`src/design/pac_arb_pkg.sv`:
```
package pac_arb_pkg;

    localparam int NUM_OBJECTS    = 4;
    localparam int NUM_PRIORITIES = 16;

    localparam int SLOT_W    = $clog2(NUM_PRIORITIES);
    localparam int OBJ_W     = (NUM_OBJECTS > 1) ? $clog2(NUM_OBJECTS) : 1;
    localparam int ADDR_W    = OBJ_W + SLOT_W;
    localparam int MEM_DEPTH = NUM_OBJECTS * NUM_PRIORITIES;

    localparam int INST_W  = 22;
    localparam int PRIO_W  = 5;
    localparam int LEVEL_W = 16;
    localparam int PV_W    = 7;
    localparam int ERR_W   = 3;
    localparam int APB_DW  = 32;
    localparam int APB_AW  = 3;

    localparam logic [LEVEL_W-1:0] LEVEL_MAX_FIXED   = 16'd25600;
    localparam logic [PV_W-1:0]    LEVEL_SAT         = 7'd100;
    localparam logic [PRIO_W-1:0]  RESERVED_PRIORITY = 5'd6;

    // Word index of the relinquish-default register (paddr bit 2).
    localparam logic REG_RELINQ_DEFAULT = 1'b0;

    typedef enum logic [1:0] {
        FUNC_COMMAND    = 2'd0,
        FUNC_RELINQUISH = 2'd1,
        FUNC_SET_OOS    = 2'd2,
        FUNC_READ       = 2'd3
    } func_t;

    typedef enum logic [ERR_W-1:0] {
        ERR_NONE         = 3'd0,
        ERR_UNKNOWN_OBJ  = 3'd1,
        ERR_ACCESS_DENY  = 3'd2,
        ERR_OUT_OF_RANGE = 3'd3,
        ERR_BAD_SLOT     = 3'd4
    } err_t;

    typedef enum logic [2:0] {
        ST_IDLE,
        ST_EXEC,
        ST_SCAN,
        ST_PV,
        ST_SLOT,
        ST_DONE
    } state_t;

endpackage

```
`src/design/priority_array_command_arbiter.sv`:
```
// Channel    Direction  Handshake          Payload
// s_*        in         s_valid / s_ready  func, instance, priority, level, flag
// m_*        out        m_valid / m_ready  status, present value, slot readback
// apb        in         psel/penable       relinquish default (word 0)
//
// A request passes from its transfer to its registered result through these
// steps: the change is applied, the priority scan examines slots (1 to 16,
// stopping at the first non-null slot), two reads go through the registered
// port of the slot memory, and the output register is loaded. A request for
// an unknown object skips the scan and the slot reads. Reset is synchronous
// and active low; it clears the non-null flags, the service flags and the
// relinquish default, so no clearing pass is needed. The result sits in an
// output register, so a new request is taken while an earlier result still
// waits on m_ready.
module priority_array_command_arbiter (
    input  logic                               aclk,
    input  logic                               aresetn,

    input  logic                               s_valid,
    output logic                               s_ready,
    input  logic [1:0]                         s_func,
    input  logic [pac_arb_pkg::INST_W-1:0]     s_instance_req,
    input  logic [pac_arb_pkg::PRIO_W-1:0]     s_priority_req,
    input  logic [pac_arb_pkg::LEVEL_W-1:0]    s_level_value,
    input  logic                               s_flag_value,

    output logic                               m_valid,
    input  logic                               m_ready,
    output logic                               m_ok,
    output logic [pac_arb_pkg::ERR_W-1:0]      m_fault_code,
    output logic [pac_arb_pkg::PV_W-1:0]       m_present_value,
    output logic [pac_arb_pkg::PRIO_W-1:0]     m_active_priority,
    output logic                               m_out_of_service,
    output logic [pac_arb_pkg::PV_W-1:0]       m_slot_level,
    output logic                               m_slot_is_null,

    input  logic                               psel,
    input  logic                               penable,
    input  logic                               pwrite,
    input  logic [pac_arb_pkg::APB_AW-1:0]     paddr,
    input  logic [pac_arb_pkg::APB_DW-1:0]     pwdata,
    output logic [pac_arb_pkg::APB_DW-1:0]     prdata,
    output logic                               pready
);
    import pac_arb_pkg::*;

    state_t state_reg, state_next;

    // Request captured at the input transfer.
    func_t               func_reg;
    logic [OBJ_W-1:0]    obj_reg;
    logic                known_reg;
    logic [PRIO_W-1:0]   prio_reg;
    logic                level_ok_reg;
    logic [PV_W-1:0]     level_int_reg;
    logic                flag_reg;

    // Slot storage: levels in a memory, null state in flip-flops so that
    // reset makes every slot null at once.
    logic [PV_W-1:0]      mem [MEM_DEPTH];
    logic [MEM_DEPTH-1:0] nn_reg;
    logic [PV_W-1:0]      rd_data_reg;
    logic [NUM_OBJECTS-1:0] oos_reg;
    logic [PV_W-1:0]      relinq_reg;

    logic [SLOT_W-1:0]   idx_reg;
    logic                found_reg;

    logic                ok_reg;
    err_t                err_reg;
    logic [PV_W-1:0]     pv_reg;
    logic [PRIO_W-1:0]   act_reg;
    logic [PV_W-1:0]     sl_reg;
    logic                sn_reg;

    logic                s_xfer;
    logic                m_load;
    logic                cfg_wr;
    logic                prio_valid;
    logic [SLOT_W-1:0]   req_slot;
    logic [ADDR_W-1:0]   scan_addr;
    logic [ADDR_W-1:0]   req_addr;
    logic [ADDR_W-1:0]   rd_addr;
    logic                scan_hit;
    logic                scan_last;
    logic                mem_we;
    logic                nn_set;
    logic                nn_clr;
    logic                oos_we;
    logic                exec_ok;
    err_t                exec_err;

    assign s_ready = (state_reg == ST_IDLE);
    assign s_xfer  = s_valid && s_ready;
    assign m_load  = (state_reg == ST_DONE) && (!m_valid || m_ready);

    // The configuration port has one register; paddr bit 2 selects the word.
    assign pready = 1'b1;
    assign cfg_wr = psel && penable && pwrite && pready && (paddr[2] == REG_RELINQ_DEFAULT);
    assign prdata = (paddr[2] == REG_RELINQ_DEFAULT) ?
                    {{(APB_DW-PV_W){1'b0}}, relinq_reg} : '0;

    assign prio_valid = (prio_reg != '0) && (prio_reg <= PRIO_W'(NUM_PRIORITIES));
    assign req_slot   = SLOT_W'(prio_reg - PRIO_W'(1));
    assign scan_addr  = {obj_reg, idx_reg};
    assign req_addr   = {obj_reg, req_slot};
    assign scan_hit   = nn_reg[scan_addr];
    assign scan_last  = (idx_reg == SLOT_W'(NUM_PRIORITIES - 1));
    assign rd_addr    = (state_reg == ST_SCAN) ? scan_addr : req_addr;

    // Checks and state updates of the request, applied in the execute cycle.
    always_comb begin
        exec_ok  = 1'b0;
        exec_err = ERR_NONE;
        mem_we   = 1'b0;
        nn_set   = 1'b0;
        nn_clr   = 1'b0;
        oos_we   = 1'b0;
        if (!known_reg) begin
            exec_err = ERR_UNKNOWN_OBJ;
        end else begin
            unique case (func_reg)
                FUNC_COMMAND: begin
                    if (prio_reg == RESERVED_PRIORITY) begin
                        exec_err = ERR_ACCESS_DENY;
                    end else if (!prio_valid || !level_ok_reg) begin
                        exec_err = ERR_OUT_OF_RANGE;
                    end else begin
                        mem_we  = 1'b1;
                        nn_set  = 1'b1;
                        exec_ok = 1'b1;
                    end
                end
                FUNC_RELINQUISH: begin
                    if (!prio_valid || prio_reg == RESERVED_PRIORITY) begin
                        exec_err = ERR_OUT_OF_RANGE;
                    end else begin
                        nn_clr  = 1'b1;
                        exec_ok = 1'b1;
                    end
                end
                FUNC_SET_OOS: begin
                    oos_we  = 1'b1;
                    exec_ok = 1'b1;
                end
                FUNC_READ: begin
                    if (prio_valid) begin
                        exec_ok = 1'b1;
                    end else begin
                        exec_err = ERR_BAD_SLOT;
                    end
                end
                default: begin
                    exec_err = ERR_NONE;
                end
            endcase
        end
    end

    // Sequencer: the scan walks the slots from the highest priority down,
    // one compare per cycle, and stops at the first non-null slot.
    always_comb begin
        state_next = state_reg;
        unique case (state_reg)
            ST_IDLE: begin
                if (s_xfer) begin
                    state_next = ST_EXEC;
                end
            end
            ST_EXEC: begin
                state_next = known_reg ? ST_SCAN : ST_DONE;
            end
            ST_SCAN: begin
                if (scan_hit || scan_last) begin
                    state_next = ST_PV;
                end
            end
            ST_PV: begin
                state_next = ST_SLOT;
            end
            ST_SLOT: begin
                state_next = ST_DONE;
            end
            ST_DONE: begin
                if (m_load) begin
                    state_next = ST_IDLE;
                end
            end
            default: begin
                state_next = ST_IDLE;
            end
        endcase
    end

    always_ff @(posedge aclk) begin
        if (!aresetn) begin
            state_reg <= ST_IDLE;
        end else begin
            state_reg <= state_next;
        end
    end

    // Slot memory: one write port, one read port with registered data.
    always_ff @(posedge aclk) begin
        if (state_reg == ST_EXEC && mem_we) begin
            mem[req_addr] <= level_int_reg;
        end
        rd_data_reg <= mem[rd_addr];
    end

    always_ff @(posedge aclk) begin
        if (!aresetn) begin
            nn_reg     <= '0;
            oos_reg    <= '0;
            relinq_reg <= '0;
        end else begin
            if (state_reg == ST_EXEC) begin
                if (nn_set) begin
                    nn_reg[req_addr] <= 1'b1;
                end
                if (nn_clr) begin
                    nn_reg[req_addr] <= 1'b0;
                end
                if (oos_we) begin
                    oos_reg[obj_reg] <= flag_reg;
                end
            end
            if (cfg_wr) begin
                relinq_reg <= (pwdata[PV_W-1:0] > LEVEL_SAT) ? LEVEL_SAT : pwdata[PV_W-1:0];
            end
        end
    end

    // Request capture and result assembly.
    always_ff @(posedge aclk) begin
        if (s_xfer) begin
            func_reg      <= func_t'(s_func);
            obj_reg       <= s_instance_req[OBJ_W-1:0];
            known_reg     <= (s_instance_req < INST_W'(NUM_OBJECTS));
            prio_reg      <= s_priority_req;
            level_ok_reg  <= (s_level_value <= LEVEL_MAX_FIXED);
            level_int_reg <= s_level_value[8 +: PV_W];
            flag_reg      <= s_flag_value;
        end
        unique case (state_reg)
            ST_EXEC: begin
                ok_reg  <= exec_ok;
                err_reg <= exec_err;
                pv_reg  <= relinq_reg;
                act_reg <= '0;
                sl_reg  <= '0;
                sn_reg  <= 1'b1;
                idx_reg <= '0;
            end
            ST_SCAN: begin
                if (scan_hit || scan_last) begin
                    found_reg <= scan_hit;
                    act_reg   <= scan_hit ? (PRIO_W'(idx_reg) + PRIO_W'(1)) : '0;
                end else begin
                    idx_reg <= idx_reg + SLOT_W'(1);
                end
            end
            ST_PV: begin
                pv_reg <= found_reg ? rd_data_reg : relinq_reg;
            end
            ST_SLOT: begin
                if (prio_valid && nn_reg[req_addr]) begin
                    sl_reg <= rd_data_reg;
                    sn_reg <= 1'b0;
                end
            end
            ST_IDLE, ST_DONE: begin
            end
            default: begin
            end
        endcase
    end

    // Output register.
    always_ff @(posedge aclk) begin
        if (!aresetn) begin
            m_valid <= 1'b0;
        end else if (m_load) begin
            m_valid <= 1'b1;
        end else if (m_ready) begin
            m_valid <= 1'b0;
        end
    end

    always_ff @(posedge aclk) begin
        if (m_load) begin
            m_ok              <= ok_reg;
            m_fault_code      <= err_reg;
            m_present_value   <= pv_reg;
            m_active_priority <= act_reg;
            m_out_of_service  <= known_reg ? oos_reg[obj_reg] : 1'b0;
            m_slot_level      <= sl_reg;
            m_slot_is_null    <= sn_reg;
        end
    end

endmodule

```
`config.mk`:
```
export PLATFORM = sky130hd
export DESIGN_NAME = priority_array_command_arbiter
export DESIGN_NICKNAME = d
export VERILOG_FILES = /design/src/design/pac_arb_pkg.sv /design/src/design/priority_array_command_arbiter.sv
export SDC_FILE = /design/constraint.sdc
export NUM_CORES = 1
export LEC_CHECK = 0
export BUFFER_PORTS_ARGS = -buffer_cell sky130_fd_sc_hd__buf_2
export CAP_MARGIN = 0
export CORE_UTILIZATION = 30
export CTS_CLUSTER_SIZE = 25
export DETAILED_ROUTE_END_ITERATION = 8
export HOLD_SLACK_MARGIN = 0.12
export SETUP_SLACK_MARGIN = 0.2
export SYNTH_ARGS = -nofsm -noshare
export SYNTH_HDL_FRONTEND = slang
export SYNTH_SLANG_ARGS = --single-unit
```
`constraint.sdc`:
```
create_clock -name aclk -period 4.6 [get_ports aclk]
set_clock_uncertainty 0.05 [all_clocks]
set_input_delay 0.92 -clock aclk [delete_from_list [all_inputs] [get_ports aclk]]
set_output_delay 0.92 -clock aclk [all_outputs]
set_load 0.02 [all_outputs]
```
==> insert_results.sql <==
INSERT INTO impl_metrics (metric_group, metric, value, unit) VALUES
('sta', 'worst_pin_slew', '1.25', 'ns'),
('setup_path', 'cell_family_contributing_the_most_delay_on_the_critical_path', 'simple AND/OR/NAND/NOR gates', ''),
('setup_path', 'cpMaxStageDelayCell', 'ha_4', ''),
('floorplanning', 'die_area', '92600', 'um2'),
('floorplanning', 'initial_utilization', '30.4', '%'),
('setup_path', 'arrival', '3.91', 'ns'),
('synthesis', 'synth_edf_count', '521', ''),
('setup_path', 'critical-path-max-stage-delay', '0.78', 'ns'),
('synthesis', 'yosys_most_used_dff', 'edfxtp_1', ''),
('grt', 'number_of_antenna_violations_at_the_first_check_in_global_routing', '1', ''),
('placed_design', 'placement.io_buffers', '94', ''),
('floorplanning', 'die_height', '304', 'um'),
('grt', 'via_count_of_the_first_global_routing_pass', '17200', ''),
('worst_hold_path', 'worstHoldPathCells', '0', ''),
('floorplanning', 'core.rowCount', '110', ''),
('clock_tree', 'htree_levels', '3', ''),
('synthesis', 'async_flop_share', '0', '%'),
('grt', 'overall_routing_resource_usage', '15.7', '%'),
('setup_path', 'r2r_cells', '10', ''),
('setup_path', 'cp_max_fo', '45', ''),
('clock_tree', 'clkTransAtPathRegs', '0.06', 'ns'),
('clock_tree', 'worst_skew_pair.late_latency', '0.62', 'ns'),
('floorplanning', 'die_w', '304', 'um'),
('setup_path', 'worstSetupPathType', 'flip-flop to flip-flop', ''),
('clock_tree', 'cts_root_buf', 'clkbuf_16', ''),
('worst_hold_path', 'hold-path-endpoint', 'm_present_value[5]$_DFFE_PP_', ''),
('grt', 'overflow', '0', ''),
('finish', 'finalNetCount', '2025', ''),
('floorplanning', 'io_pins', '148', ''),
('setup_path', 'path_cells', 'inv_1, ha_4, buf_4, mux4_2, nand2_1, nand4_1, nand3_1, a41oi_1, nand3_1, nand2_1', ''),
('finish', 'layout.area.seq', '17400', 'um2'),
('route', 'wire_length_after_detailed_routing', '73.5', 'mm'),
('sta', 'finalCriticalPeriod', '3.72', 'ns'),
('clock_tree', 'cts_inserted_buffers', '66', ''),
('route', 'drtPass1Iterations', '6', ''),
('clock_tree', 'clock-sinks', '607', ''),
('clock_tree', 'maximum_buffer_depth_of_the_clock_tree', '3', ''),
('sta', 'slew_headroom', '16.6', '%'),
('setup_path', 'timing.critical_path.to_type', 'flip-flop', ''),
('setup_path', 'r2r_end', 'sl_reg[2]$_SDFFCE_PN0P_', ''),
('route', 'initialDrtViolationCount', '1759', ''),
('clock_tree', 'post_cts.resized_instances', '0', ''),
('route', 'post_drt_via_cell_ratio', '5.41', ''),
('power_and_ir_drop', 'power.leakage', '10.5', 'nW'),
('synthesis', 'distinct_cell_type_count_of_the_synthesized_netlist', '62', ''),
('worst_hold_path', 'hold_start', 'pv_reg[5]$_DFFE_PP_', ''),
('setup_path', 'cp.buffers_inverters', '2', ''),
('finish', 'synthToLayoutAreaGrowth', '15.7', '%'),
('worst_hold_path', 'min-delay-path-class', 'flip-flop to flip-flop', ''),
('sta', 'max_slew_violation_count', '0', ''),
('finish', 'fill_cells', '8573', ''),
('power_and_ir_drop', 'vdd.ir_drop.worst', '0.245', 'mV'),
('setup_path', 'crit_path_required_time', '4.79', 'ns'),
('power_and_ir_drop', 'pwr_density_cell', '434', 'nW/um2'),
('run_status', 'status', 'finished, final reports clean', ''),
('sta', 'tns', '0', 'ns'),
('synthesis', 'yosys_synthesis_warning_count', '0', ''),
('clock_tree', 'tritoncts', 'done', ''),
('synthesis', 'synthesis.instances', '1798', ''),
('sta', 'clock.fmax', '269', 'MHz'),
('synthesis', 'post_synthesis_instance_area', '27400', 'um2'),
('setup_path', 'rrSetupSlack', '0.88', 'ns'),
('finish', 'most_frequent_cells_in_the_layout', 'edfxtp_1 (521), nand2_1 (246), mux4_2 (197), nor2_1 (98), buf_4 (95)', ''),
('route', 'wl_per_cell', '23.2', 'um'),
('clock_tree', 'post-cts-setup-buffers', '0', ''),
('sta', 'finalSetupViolations', '0', ''),
('sta', 'timing.final.crit_share', '80.9', '%'),
('finish', 'largest_reg_flops', '448', ''),
('synthesis', 'synth.ff_latch_count', '607', ''),
('route', 'ant_nets', '0', ''),
('placed_design', 'dp_hpwl', '46.7', 'mm');
==> synth_stat cells (9+ instances only) <==
cell type    n  share of area, %
a211o_1     14              0.45
nand4_1     11              0.25
and3_1      19              0.43
and2_1      16              0.37
inv_1       10              0.14
a22oi_1     14              0.38
buf_1        9              0.12
nor3_1      13              0.24
clkbuf_1    69              0.94
dfxtp_1     86               6.3
nand2_1    246               3.4
mux2i_1     29               1.1
o221a_2     64               2.6
a21oi_1     82               1.5
mux2_2      10              0.41
edfxtp_1   521                57
nor2_1      98               1.3
nand3_1     57               1.0
a31oi_1     25              0.57
mux4_2     197                16
nor2b_1     21              0.48
buf_2       40              0.73
buf_4       29              0.79
o21ai_0     24              0.44
==> how the worst max path moves through the flow <==
| stage | startpoint | endpoint | slack, ns | cells after the start |
|---|---|---|---|---|
| 6_report | prio_reg[0]$_DFFE_PP_ | sl_reg[2]$_SDFFCE_PN0P_ | 0.88 | 10 |
| 2_1_floorplan | prio_reg[0]$_DFFE_PP_ | sl_reg[0]$_SDFFCE_PN0P_ | 1.54 | 12 |
| 3_5_place_dp | prio_reg[0]$_DFFE_PP_ | sl_reg[5]$_SDFFCE_PN0P_ | 0.89 | 10 |
| 5_1_grt | prio_reg[0]$_DFFE_PP_ | sl_reg[2]$_SDFFCE_PN0P_ | 0.72 | 10 |
| 3_3_place_gp | prio_reg[0]$_DFFE_PP_ | sl_reg[5]$_SDFFCE_PN0P_ | 0.88 | 10 |
| 4_1_cts | prio_reg[0]$_DFFE_PP_ | sl_reg[1]$_SDFFCE_PN0P_ | 0.89 | 10 |
==> stage by stage <==
step / setup WS, ns / total power, W / cells / utilization (%) / cell area [um2]
finish: 0.880 / 0.0138 / 3164 / 35.1 / 31700
floorplan: 1.54 / 0.00788 / 1822 / - / 27500
global route: 0.723 / 0.0142 / 3163 / 35.1 / 31700
global placement: 0.884 / 0.00862 / 3042 / 32.7 / 29600
detailed placement: 0.893 / 0.00865 / 3042 / 32.7 / 29600
CTS: 0.890 / 0.0139 / 3163 / 35.1 / 31700
==> area by class of cell <==
class                      count  area share (%)
clock buffer                  83            5.73
inverter                      10           0.118
sequential                   607            54.7
tap                         1176            4.64
multi-input combinational   1056            29.7
antenna                        1         0.00789
timing repair buffer         193            3.98
clock inverter                38            1.07
==> cell families after synthesis <==
kind of cell / share of synthesized area, %
DFF: 63.3
and+or+nand+nor: 8.40
AOI/OAI and AO/OA: 7.40
muxes: 17.7
buffers and inverters: 2.84
xor gates and xnor gates: 0.160
adders and majority gates: 0.137
other: 0.0274
==> metal layers <==
metal / vias to the layer above / share of wire [%] / GRT usage [%]
met1: 8854 / 40 / 20.2
met4: 0 / 2.7 / 5.30
met3: 137 / 7.8 / 3.39
li1: 7408 / - / -
met5: - / 0 / 0
met2: 711 / 49 / 26.3
==> report_power, final <==
group / leakage (nW) / switching, W / total (W) / internal, W
Combinational: 4.01 / 0.00139 / 0.00220 / 0.000816
Clock: 1.05 / 0.00220 / 0.00525 / 0.00305
Sequential: 5.40 / 0.000133 / 0.00632 / 0.00619
Total: 10.5 / 0.00372 / 0.0138 / 0.0101
No activity file was read; power rests on OpenSTA's default activity.
